$ cat src/hw/rtl/sbc_pkg.sv
// Shared types, constants and round functions for the SHA-256 block compressor.
`timescale 1ns / 1ps

package sbc_pkg;

    localparam int unsigned QUEUE_DEPTH = 4;
    localparam int unsigned WORD_W      = 32;
    localparam int unsigned INDEX_W     = 3;
    localparam int unsigned TDATA_W     = 40;

    localparam logic REQ_LOAD = 1'b0;
    localparam logic REQ_MSG  = 1'b1;

    typedef logic [WORD_W-1:0] word_t;

    // One queued input beat, already unpacked.
    typedef struct packed {
        logic                req_type;
        logic [INDEX_W-1:0]  word_index;
        word_t               data;
        logic                last_block;
    } item_t;

    function automatic word_t initial_hash(input logic [INDEX_W-1:0] idx);
        word_t v;
        case (idx)
            3'd0:    v = 32'h6a09e667;
            3'd1:    v = 32'hbb67ae85;
            3'd2:    v = 32'h3c6ef372;
            3'd3:    v = 32'ha54ff53a;
            3'd4:    v = 32'h510e527f;
            3'd5:    v = 32'h9b05688c;
            3'd6:    v = 32'h1f83d9ab;
            3'd7:    v = 32'h5be0cd19;
            default: v = '0;
        endcase
        return v;
    endfunction

    function automatic word_t round_k(input logic [5:0] t);
        word_t v;
        case (t)
            6'd0:  v = 32'h428a2f98;  6'd1:  v = 32'h71374491;
            6'd2:  v = 32'hb5c0fbcf;  6'd3:  v = 32'he9b5dba5;
            6'd4:  v = 32'h3956c25b;  6'd5:  v = 32'h59f111f1;
            6'd6:  v = 32'h923f82a4;  6'd7:  v = 32'hab1c5ed5;
            6'd8:  v = 32'hd807aa98;  6'd9:  v = 32'h12835b01;
            6'd10: v = 32'h243185be;  6'd11: v = 32'h550c7dc3;
            6'd12: v = 32'h72be5d74;  6'd13: v = 32'h80deb1fe;
            6'd14: v = 32'h9bdc06a7;  6'd15: v = 32'hc19bf174;
            6'd16: v = 32'he49b69c1;  6'd17: v = 32'hefbe4786;
            6'd18: v = 32'h0fc19dc6;  6'd19: v = 32'h240ca1cc;
            6'd20: v = 32'h2de92c6f;  6'd21: v = 32'h4a7484aa;
            6'd22: v = 32'h5cb0a9dc;  6'd23: v = 32'h76f988da;
            6'd24: v = 32'h983e5152;  6'd25: v = 32'ha831c66d;
            6'd26: v = 32'hb00327c8;  6'd27: v = 32'hbf597fc7;
            6'd28: v = 32'hc6e00bf3;  6'd29: v = 32'hd5a79147;
            6'd30: v = 32'h06ca6351;  6'd31: v = 32'h14292967;
            6'd32: v = 32'h27b70a85;  6'd33: v = 32'h2e1b2138;
            6'd34: v = 32'h4d2c6dfc;  6'd35: v = 32'h53380d13;
            6'd36: v = 32'h650a7354;  6'd37: v = 32'h766a0abb;
            6'd38: v = 32'h81c2c92e;  6'd39: v = 32'h92722c85;
            6'd40: v = 32'ha2bfe8a1;  6'd41: v = 32'ha81a664b;
            6'd42: v = 32'hc24b8b70;  6'd43: v = 32'hc76c51a3;
            6'd44: v = 32'hd192e819;  6'd45: v = 32'hd6990624;
            6'd46: v = 32'hf40e3585;  6'd47: v = 32'h106aa070;
            6'd48: v = 32'h19a4c116;  6'd49: v = 32'h1e376c08;
            6'd50: v = 32'h2748774c;  6'd51: v = 32'h34b0bcb5;
            6'd52: v = 32'h391c0cb3;  6'd53: v = 32'h4ed8aa4a;
            6'd54: v = 32'h5b9cca4f;  6'd55: v = 32'h682e6ff3;
            6'd56: v = 32'h748f82ee;  6'd57: v = 32'h78a5636f;
            6'd58: v = 32'h84c87814;  6'd59: v = 32'h8cc70208;
            6'd60: v = 32'h90befffa;  6'd61: v = 32'ha4506ceb;
            6'd62: v = 32'hbef9a3f7;  6'd63: v = 32'hc67178f2;
            default: v = '0;
        endcase
        return v;
    endfunction

    function automatic word_t rotr(input word_t x, input int unsigned n);
        return (x >> n) | (x << (WORD_W - n));
    endfunction

    function automatic word_t big_sigma0(input word_t x);
        return rotr(x, 2) ^ rotr(x, 13) ^ rotr(x, 22);
    endfunction

    function automatic word_t big_sigma1(input word_t x);
        return rotr(x, 6) ^ rotr(x, 11) ^ rotr(x, 25);
    endfunction

    function automatic word_t small_sigma0(input word_t x);
        return rotr(x, 7) ^ rotr(x, 18) ^ (x >> 3);
    endfunction

    function automatic word_t small_sigma1(input word_t x);
        return rotr(x, 17) ^ rotr(x, 19) ^ (x >> 10);
    endfunction

endpackage

$ cat src/hw/rtl/sbc_front.sv
// Input side: takes stream beats, unpacks them and queues them for the engine.
`timescale 1ns / 1ps

module sbc_front #(
    parameter int unsigned DEPTH = sbc_pkg::QUEUE_DEPTH
) (
    input  logic                         aclk,
    input  logic                         aresetn,
    input  logic                         s_tvalid,
    output logic                         s_tready,
    input  logic [sbc_pkg::TDATA_W-1:0]  s_tdata,
    input  logic                         s_tuser,
    input  logic                         s_tlast,
    output logic                         q_valid,
    input  logic                         q_pop,
    output sbc_pkg::item_t               q_item
);

    localparam int unsigned PTR_W = (DEPTH > 1) ? $clog2(DEPTH) : 1;
    localparam int unsigned CNT_W = $clog2(DEPTH + 1);

    sbc_pkg::item_t    entries_reg [DEPTH];
    sbc_pkg::item_t    in_item;
    logic [PTR_W-1:0]  wr_ptr_reg, wr_ptr_next;
    logic [PTR_W-1:0]  rd_ptr_reg, rd_ptr_next;
    logic [CNT_W-1:0]  count_reg, count_next;
    logic              push;
    logic              pop;

    assign in_item.req_type   = s_tuser;
    assign in_item.word_index = s_tdata[sbc_pkg::INDEX_W-1:0];
    assign in_item.data       = s_tdata[sbc_pkg::INDEX_W +: sbc_pkg::WORD_W];
    assign in_item.last_block = s_tlast;

    assign s_tready = (count_reg != CNT_W'(DEPTH));
    assign q_valid  = (count_reg != '0);
    assign q_item   = entries_reg[rd_ptr_reg];
    assign push     = s_tvalid && s_tready;
    assign pop      = q_pop && q_valid;

    always_comb begin
        wr_ptr_next = wr_ptr_reg;
        rd_ptr_next = rd_ptr_reg;
        count_next  = count_reg;
        if (push) begin
            wr_ptr_next = (wr_ptr_reg == PTR_W'(DEPTH - 1)) ? '0 : wr_ptr_reg + 1'b1;
        end
        if (pop) begin
            rd_ptr_next = (rd_ptr_reg == PTR_W'(DEPTH - 1)) ? '0 : rd_ptr_reg + 1'b1;
        end
        if (push && !pop) begin
            count_next = count_reg + 1'b1;
        end else if (pop && !push) begin
            count_next = count_reg - 1'b1;
        end
    end

    always_ff @(posedge aclk) begin
        if (!aresetn) begin
            wr_ptr_reg <= '0;
            rd_ptr_reg <= '0;
            count_reg  <= '0;
        end else begin
            wr_ptr_reg <= wr_ptr_next;
            rd_ptr_reg <= rd_ptr_next;
            count_reg  <= count_next;
        end
    end

    always_ff @(posedge aclk) begin
        if (push) begin
            entries_reg[wr_ptr_reg] <= in_item;
        end
    end

endmodule

$ cat src/hw/rtl/sbc_back.sv
// Engine: chaining words, message window, 64-round compression and digest output.
`timescale 1ns / 1ps

module sbc_back (
    input  logic                         aclk,
    input  logic                         aresetn,
    input  logic                         q_valid,
    output logic                         q_pop,
    input  sbc_pkg::item_t               q_item,
    output logic                         m_tvalid,
    input  logic                         m_tready,
    output logic [sbc_pkg::TDATA_W-1:0]  m_tdata,
    output logic                         m_tlast
);

    typedef enum logic [3:0] {
        ST_IDLE  = 4'b0001,
        ST_RUN   = 4'b0010,
        ST_FINAL = 4'b0100,
        ST_EMIT  = 4'b1000
    } state_t;

    localparam int unsigned NW = 8;
    localparam int unsigned NM = 16;
    localparam int unsigned IW = sbc_pkg::INDEX_W;

    state_t              state_reg, state_next;
    logic [5:0]          round_reg, round_next;
    logic [3:0]          wc_reg, wc_next;
    logic                pend_reg, pend_next;
    logic [IW-1:0]       emit_idx_reg, emit_idx_next;
    sbc_pkg::word_t      chain_reg [NW];
    sbc_pkg::word_t      chain_next [NW];
    sbc_pkg::word_t      var_reg [NW];
    sbc_pkg::word_t      var_next [NW];
    sbc_pkg::word_t      w_reg [NM];
    sbc_pkg::word_t      w_next [NM];
    logic                m_valid_reg, m_valid_next;
    sbc_pkg::word_t      m_word_reg, m_word_next;
    logic [IW-1:0]       m_index_reg, m_index_next;
    logic                m_last_reg, m_last_next;
    sbc_pkg::word_t      t1, t2, w_new, ch, maj;

    assign m_tvalid = m_valid_reg;
    assign m_tlast  = m_last_reg;
    assign m_tdata  = {{(sbc_pkg::TDATA_W - sbc_pkg::WORD_W - IW){1'b0}},
                       m_index_reg, m_word_reg};

    assign q_pop = q_valid && (state_reg == ST_IDLE);

    // one SHA-256 round on the working set, and the next schedule word
    always_comb begin
        ch    = (var_reg[4] & var_reg[5]) ^ (~var_reg[4] & var_reg[6]);
        maj   = (var_reg[0] & var_reg[1]) ^ (var_reg[0] & var_reg[2])
              ^ (var_reg[1] & var_reg[2]);
        t1    = var_reg[7] + sbc_pkg::big_sigma1(var_reg[4]) + ch
              + sbc_pkg::round_k(round_reg) + w_reg[0];
        t2    = sbc_pkg::big_sigma0(var_reg[0]) + maj;
        w_new = w_reg[0] + sbc_pkg::small_sigma0(w_reg[1]) + w_reg[9]
              + sbc_pkg::small_sigma1(w_reg[14]);
    end

    always_comb begin
        state_next    = state_reg;
        round_next    = round_reg;
        wc_next       = wc_reg;
        pend_next     = pend_reg;
        emit_idx_next = emit_idx_reg;
        chain_next    = chain_reg;
        var_next      = var_reg;
        w_next        = w_reg;
        m_valid_next  = m_valid_reg && !m_tready;
        m_word_next   = m_word_reg;
        m_index_next  = m_index_reg;
        m_last_next   = m_last_reg;

        case (state_reg)
            ST_IDLE: begin
                if (q_valid) begin
                    if (q_item.req_type == sbc_pkg::REQ_LOAD) begin
                        chain_next[q_item.word_index] = q_item.data;
                    end else begin
                        for (int i = 0; i < NM - 1; i++) begin
                            w_next[i] = w_reg[i+1];
                        end
                        w_next[NM-1] = q_item.data;
                        pend_next    = pend_reg | q_item.last_block;
                        wc_next      = wc_reg + 1'b1;
                        if (wc_reg == 4'd15) begin
                            var_next   = chain_reg;
                            round_next = '0;
                            state_next = ST_RUN;
                        end
                    end
                end
            end
            ST_RUN: begin
                var_next[0] = t1 + t2;
                var_next[1] = var_reg[0];
                var_next[2] = var_reg[1];
                var_next[3] = var_reg[2];
                var_next[4] = var_reg[3] + t1;
                var_next[5] = var_reg[4];
                var_next[6] = var_reg[5];
                var_next[7] = var_reg[6];
                for (int i = 0; i < NM - 1; i++) begin
                    w_next[i] = w_reg[i+1];
                end
                w_next[NM-1] = w_new;
                round_next   = round_reg + 1'b1;
                if (round_reg == 6'd63) begin
                    state_next = ST_FINAL;
                end
            end
            ST_FINAL: begin
                for (int i = 0; i < NW; i++) begin
                    chain_next[i] = chain_reg[i] + var_reg[i];
                end
                pend_next     = 1'b0;
                emit_idx_next = '0;
                state_next    = pend_reg ? ST_EMIT : ST_IDLE;
            end
            ST_EMIT: begin
                if (!m_valid_reg || m_tready) begin
                    m_valid_next  = 1'b1;
                    m_word_next   = chain_reg[emit_idx_reg];
                    m_index_next  = emit_idx_reg;
                    m_last_next   = (emit_idx_reg == IW'(NW - 1));
                    emit_idx_next = emit_idx_reg + 1'b1;
                    if (emit_idx_reg == IW'(NW - 1)) begin
                        state_next = ST_IDLE;
                    end
                end
            end
            default: begin
                state_next = ST_IDLE;
            end
        endcase
    end

    always_ff @(posedge aclk) begin
        if (!aresetn) begin
            state_reg    <= ST_IDLE;
            round_reg    <= '0;
            wc_reg       <= '0;
            pend_reg     <= 1'b0;
            emit_idx_reg <= '0;
            m_valid_reg  <= 1'b0;
            for (int i = 0; i < NW; i++) begin
                chain_reg[i] <= sbc_pkg::initial_hash(IW'(i));
            end
        end else begin
            state_reg    <= state_next;
            round_reg    <= round_next;
            wc_reg       <= wc_next;
            pend_reg     <= pend_next;
            emit_idx_reg <= emit_idx_next;
            m_valid_reg  <= m_valid_next;
            chain_reg    <= chain_next;
        end
    end

    always_ff @(posedge aclk) begin
        var_reg     <= var_next;
        w_reg       <= w_next;
        m_word_reg  <= m_word_next;
        m_index_reg <= m_index_next;
        m_last_reg  <= m_last_next;
    end

    // round counter only moves while compressing
    a_round_idle: assert property (@(posedge aclk) disable iff (!aresetn)
        (state_reg != ST_RUN) |-> (round_reg == '0))
        else $error("round counter not zero outside compression");

    // a complete block has been taken in whenever the rounds run
    a_block_full: assert property (@(posedge aclk) disable iff (!aresetn)
        (state_reg == ST_RUN) |-> (wc_reg == '0))
        else $error("compression running on a partial block");

    // queue is only drained between blocks
    a_no_pop_busy: assert property (@(posedge aclk) disable iff (!aresetn)
        (state_reg != ST_IDLE) |-> !q_pop)
        else $error("queue popped while engine busy");

    // tlast marks word h only
    a_last_index: assert property (@(posedge aclk) disable iff (!aresetn)
        m_valid_reg |-> (m_last_reg == (m_index_reg == IW'(NW - 1))))
        else $error("tlast not on word h");

    // a digest run leaves the engine only after word h is loaded
    a_emit_exit: assert property (@(posedge aclk) disable iff (!aresetn)
        $fell(state_reg == ST_EMIT) |-> (m_valid_reg && m_last_reg))
        else $error("digest run ended early");

endmodule

$ cat src/hw/rtl/sha256_block_compress_top.sv
// Top level of the SHA-256 block compressor: input queue plus compression engine.
`timescale 1ns / 1ps

// Flow: load beats and message beats leave the queue one at a time while the engine is
// idle; the sixteenth word of a block starts the 64 rounds (one round per cycle), after
// which the result is folded into the chaining value, and a block marked last then holds
// the engine while its eight digest words go out. The engine takes no new beat until the
// block is folded and any digest sent. Digest beats are registered and follow the fold,
// one beat per cycle while m_tready is high. Up to four input beats queue meanwhile.
// Reset (aresetn low, synchronous) empties the queue and restores the SHA-256 IV.

module sha256_block_compress_top #(
    parameter int unsigned QUEUE_DEPTH = sbc_pkg::QUEUE_DEPTH
) (
    input  logic                         aclk,
    input  logic                         aresetn,
    // input stream
    input  logic                         s_tvalid,
    output logic                         s_tready,
    input  logic [sbc_pkg::TDATA_W-1:0]  s_tdata,   // [2:0] word_index, [34:3] data
    input  logic                         s_tuser,   // req_type: 0 load, 1 message
    input  logic                         s_tlast,   // last_block
    // digest stream
    output logic                         m_tvalid,
    input  logic                         m_tready,
    output logic [sbc_pkg::TDATA_W-1:0]  m_tdata,   // [31:0] hash_word, [34:32] hash_index
    output logic                         m_tlast    // set on word h
);

    logic            q_valid;
    logic            q_pop;
    sbc_pkg::item_t  q_item;

    // front: takes beats at full rate into a short queue while the queue is not full
    sbc_front #(
        .DEPTH (QUEUE_DEPTH)
    ) u_front (
        .aclk     (aclk),
        .aresetn  (aresetn),
        .s_tvalid (s_tvalid),
        .s_tready (s_tready),
        .s_tdata  (s_tdata),
        .s_tuser  (s_tuser),
        .s_tlast  (s_tlast),
        .q_valid  (q_valid),
        .q_pop    (q_pop),
        .q_item   (q_item)
    );

    // back: chaining state, rounds and registered digest output
    sbc_back u_back (
        .aclk     (aclk),
        .aresetn  (aresetn),
        .q_valid  (q_valid),
        .q_pop    (q_pop),
        .q_item   (q_item),
        .m_tvalid (m_tvalid),
        .m_tready (m_tready),
        .m_tdata  (m_tdata),
        .m_tlast  (m_tlast)
    );

endmodule
$ cat config.mk
export PLATFORM = sky130hd
export DESIGN_NAME = sha256_block_compress_top
export DESIGN_NICKNAME = d
export VERILOG_FILES = /design/src/hw/rtl/sbc_pkg.sv /design/src/hw/rtl/sbc_front.sv /design/src/hw/rtl/sbc_back.sv /design/src/hw/rtl/sha256_block_compress_top.sv
export SDC_FILE = /design/constraint.sdc
export NUM_CORES = 2
export LEC_CHECK = 0
export BUFFER_PORTS_ARGS = -buffer_cell sky130_fd_sc_hd__buf_2
export CAP_MARGIN = 20
export CELL_PAD_IN_SITES_DETAIL_PLACEMENT = 1
export CELL_PAD_IN_SITES_GLOBAL_PLACEMENT = 1
export CORE_MARGIN = 5
export CORE_UTILIZATION = 52
export DETAILED_ROUTE_END_ITERATION = 12
export PLACE_DENSITY = 0.88
export SETUP_SLACK_MARGIN = 0.1
export SYNTH_ARGS = -nofsm -noshare
export SYNTH_HDL_FRONTEND = slang
export SYNTH_SLANG_ARGS = --single-unit
$ cat constraint.sdc
create_clock -name aclk -period 20.5 [get_ports aclk]
set_input_delay 4.1 -clock aclk [delete_from_list [all_inputs] [get_ports aclk]]
set_output_delay 4.1 -clock aclk [all_outputs]
set_load 0.05 [all_outputs]
# Word-level counts from Yosys, hierarchy flattened
# Memory sizes are Yosys's and may differ from the RTL's. A register that Yosys moved wholly into a read port is not among the register bits.
# Cells that the tools add are included.
[totals]
rom_bits = 2048
inputBits = 46
ff_bits = 1086
word_cells = 191
mem_bits_rw = 148
out_inout_bits = 43
memories = 2
[memory_table]
columns = ["memory", "depth", "width", "rd", "rd_clocked_by_memory_dff", "wr", "line_no", "source"]
rows = [
  ["(name not given)", 64, 32, 1, 1, 0, "sbc_pkg.sv:42", "case (t)"],
  ["u_front.entries_reg", 4, 37, 1, 1, 1, "sbc_front.sv:22", "sbc_pkg::item_t entries_reg [DEPTH];"],
]
[op_classes]
n_reduce_logical = 25
add_sub_neg = 25
n_eq_ne = 17
n_lt_le_gt_ge = 3
muxes = 45
n_bitwise = 30
[ops]
columns = ["cell", "n"]
rows = [
  ["$mux 256", 5],
  ["$mux 512", 2],
  ["$pmux 256 s2", 2],
  ["$pmux 512 s2", 1],
  ["$add 32x32->32", 18],
  ["$xor 32x32->32", 9],
  ["$bwmux 256", 1],
  ["$and 32x32->32", 5],
  ["$bmux 32 s3", 1],
  ["$demux 32 s3", 1],
  ["$mux 32", 3],
  ["$not 32->32", 1],
  ["$or 10x32->32", 1],
  ["$or 13x32->32", 1],
  ["$or 14x32->32", 1],
  ["$or 15x32->32", 1],
  ["$or 19x32->32", 1],
  ["$or 21x32->32", 1],
  ["$or 25x32->32", 1],
  ["$or 26x32->32", 1],
  ["$or 30x32->32", 1],
  ["$or 7x32->32", 1],
  ["$xor 32x22->32", 1],
  ["$xor 32x29->32", 1],
  ["37 further kinds", 84],
]

# Depth between registers and ports, before layout
[logic_depth]
ltp_word = 9
mapped_depth = 34
depth_no_buf = 33

# Hierarchy
# Synthesis repeated with hierarchy kept, for this count alone.
[hier_totals]
hier_cells = 7343
area_unflattened_um2 = 76308.2
[by_module_without_submodules]
columns = ["module", "instances", "area_per_inst_um2", "cells_each", "seq_area_each_um2"]
rows = [
  ["sbc_back", 1, 70490.1, 7099, 30289.0],
  ["sbc_front", 1, 5818.1, 244, 4624.4],
]

# Worst setup path before layout
# No wires, ideal clock.
[synth_path]
kind = "register to register"
start = "register (tool-made name)"
end = "register (tool-made name)"
setup_time_ns = 0.125
n_path_buf = 2
period_less_slack_ns = 14.508
path_stages_with_launch = 16
slack_ns = 5.992
required_time_ns = 20.375
arrival_time_ns = 14.383
cell_sequence = "dfxtp_1 > buf_4 > mux4_2 > a31oi_4 > nor2_1 > a21oi_2 > nand2_1 > inv_1 > ha_1 > clkbuf_1 > nor2_1 > nor2_1 > nand2_1 > a21oi_1 > a311oi_1 > a21oi_1"

==> key figures <==
Status
  – Status: finished, final reports clean

Floorplan
  – Core area: approximately 0.14 mm2
  – Top Ports: about 90
  – Die ar.: ~0.15 mm2
  – Placement Rows: roughly 140
  – Die width: about 390 um
  – Initial core utilization: approximately 52%
  – Die height: 389.9 um

Power
  – Power Density: approximately 210 mW/mm2
  – Leak: between 30 and 40 nW
  – Maximum VDD drop: ~0.28 mV

Placed design
  – HPWL Detailed: 206,000 um
  – Area after DPL: between 0.07 and 0.08 mm2
  – I/O Buffers: 78
  – Gpl congestion: 1.016

CTS
  – H-tree depth: 4
  – CTS Buf Count: roughly 140
  – Clock Latency Late Sink: approximately 0.84 ns
  – CTS Hold Bufs: 0
  – Post-CTS Setup Inserts: 0
  – Clock sink count: roughly 1,300
  – CTS clk-pin slew, worst paths: 0.06 ns
  – CTS tree: yes
  – Clock Path Buffers: 3
  – Post-CTS Resized: 0
  – Clock root cell: clkbuf_16

STA
  – Final clock skew: 0.06718 ns
  – Tmin final: 9.170 ns
  – Worst-margin pin slew: 1.147 ns
  – Worst slew margin: 23.52%
  – RSZ-0062 raised after global routing: false
  – Setup TNS: 0 ns
  – Final Setup Violations: 0
  – Final period utilization: 44.73%
  – Final Hold Viols: 0
  – Fmax: 109.1 MHz
  – Slew Viols, Final: 0

Min path
  – HP Start: u_back.w_reg[163]$_DFFE_PP_
  – Hold Path Class: flop to flop

Global routing
  – Number of global-route vias before repair: between 60,000 and 70,000
  – Tot GR Track Use: 38.18%
  – Largest net degree at the start of global routing: between 90 and 100
  – Initial antenna violation count: 10
  – First-pass GRT wire length: between 400,000 and 500,000 um
  – GR Overflow Total: 0

Synth
  – Yosys reg bits: around 1,300
  – Synth Instances: 7,071
  – Synth warnings: 0
  – Mapped cell area: 0.07503 mm2
  – Post-synthesis sequential area ratio: 46.53%
  – Netlist cell types: 106
  – Mapped Avg Cell Area: ~11 um2
  – Async set or reset register ratio after synthesis: 0%
  – Top FF cell, synth: edfxtp_1
  – EDFF count, synth: between 900 and 1,000

Critical path
  – CP startpoint: u_back.var_reg[123]$_DFFE_PP_
  – Worst-path fanout max: 7
  – Critical Path RT: approximately 21 ns
  – WS Path Type: flop to flop
  – Worst Path Arrival: slightly below 10 ns
  – Reg2Reg Launch Point: u_back.var_reg[123]$_DFFE_PP_
  – Critical path's slowest cell: edfxtp_1
  – Worst setup SP type: flop
  – Crit-path max cell delay: 0.73 ns
  – Crit end category: flop

Detailed routing
  – Drt drc: 0
  – Max layer used: met5
  – Post-DR vias/cell: just under 7
  – M1 WL: about 110,000 um
  – Met2 WL: approximately 130,000 um
  – Detailed-router iteration count before antenna repair: 6
  – Routed wire per std cell: about 33 um
  – Detailed Route Iter0 Violations: just under 8,000
  – DRT antenna net count: 0
  – WL final: between 200,000 and 300,000 um
  – Met3 WL: about 35,000 um
  – Vias: ~62,000

Cells and area
  – Area grow syn2layout: 9.343%
  – Layout cells sized above 1: under 10%
  – Commonest non-fill, non-tap cell in the layout: nand2_1
  – Highest-count cells in the layout ignoring fill and taps: nand2_1, edfxtp_1, o21ai_0
  – Fin util: between 50% and 60%
  – Largest register FFs: between 500 and 600
  – Nets: 7,648
  – Post-route cell area: just over 0.08 mm2

Run
  – Max-Cap Viols: 0
[cell usage after synthesis (168+ instances only)]
| cell | instances | area share (%) |
|---|---|---|
| dfxtp_1 | 316 | 8.4 |
| ha_1 | 401 | 6.7 |
| inv_1 | 265 | 1.3 |
| edfxtp_1 | 952 | 38 |
| xnor2_1 | 394 | 4.6 |
| o21ai_0 | 553 | 3.7 |
| nand2_1 | 1006 | 5.0 |
| clkbuf_1 | 304 | 1.5 |
| a21o_1 | 168 | 1.7 |
| a21oi_1 | 447 | 3.0 |
| fa_1 | 196 | 5.2 |
| nor2_1 | 377 | 1.9 |
[worst paths after layout]
check                                                      to  slack (ns)  cells after the start
worst max-delay path            u_back.var_reg[255]$_DFFE_PP_       11.33                     28
worst min-delay path              u_back.w_reg[195]$_DFFE_PP_        0.40                      0
worst max register to register  u_back.var_reg[255]$_DFFE_PP_       11.33                     28
worst min register to register    u_back.w_reg[195]$_DFFE_PP_        0.40                      0
[per-stage QoR]
| step | instances | setup WS [ns] | hold WS [ns] | power [mW] |
|---|---|---|---|---|
| after floorplan | 7075 | 5.992 | 0.4003 | 10.56 |
| after detailed placement | 8763 | 11.68 | 0.4052 | 13.62 |
| after global placement | 8763 | 11.74 | 0.4003 | 12.84 |
| final | 9026 | 11.33 | 0.4000 | 17.23 |
| after CTS | 9023 | 11.53 | 0.3983 | 16.83 |
| after global routing | 9025 | 11.05 | 0.4053 | 17.86 |
[power by group]
part | internal [mW] | total [mW] | switching (mW)
Sequential | 3.63 | 4.23 | 0.599
Clock | 1.50 | 2.70 | 1.20
Combinational | 3.75 | 10.3 | 6.55
Total | 8.89 | 17.2 | 8.34
[cells by family (layout without fill, tap and decap cells)]
logic type	after synthesis	in the layout	share of synthesized area (%)
AOI/OAI and AO/OA	1900	1900	16.13
xor gates and xnor gates	547	547	6.385
adders and majority gates	619	619	12.21
buffers and inverters	653	700	3.420
DFF	1268	1268	46.53
muxes	183	183	4.214
other	1	6	0.004998
and+or+nand+nor	1900	1900	11.10
[per-layer routing]
metal | track usage, % | vias up
met5 | 0 | -
met4 | 27.37 | 6
met3 | 10.66 | 1375
met2 | 57.63 | 4349
met1 | 47.33 | 30970
li1 | - | 25720
[worst max-delay path, delay by kind of cell (launching register included)]
family,cells,cell delay [ns]
flops,1,0.73
compound gates,12,3.44
simple gates,4,0.84
buf+inv,2,0.13
fa+ha+maj,6,2.71
xor+xnor,4,1.05
[layout make-up]
class	instances	area [um2]
well taps	1903	2381
multi-input cells	5154	37720
clock inverters	78	1031
clock buffers	182	3825
flip-flops and latches	1268	34920
diodes	1	2.502
repair buffers	168	1130
fillers	15120	61440
inverters	272	1028
(Power assumes the default switching activity.)
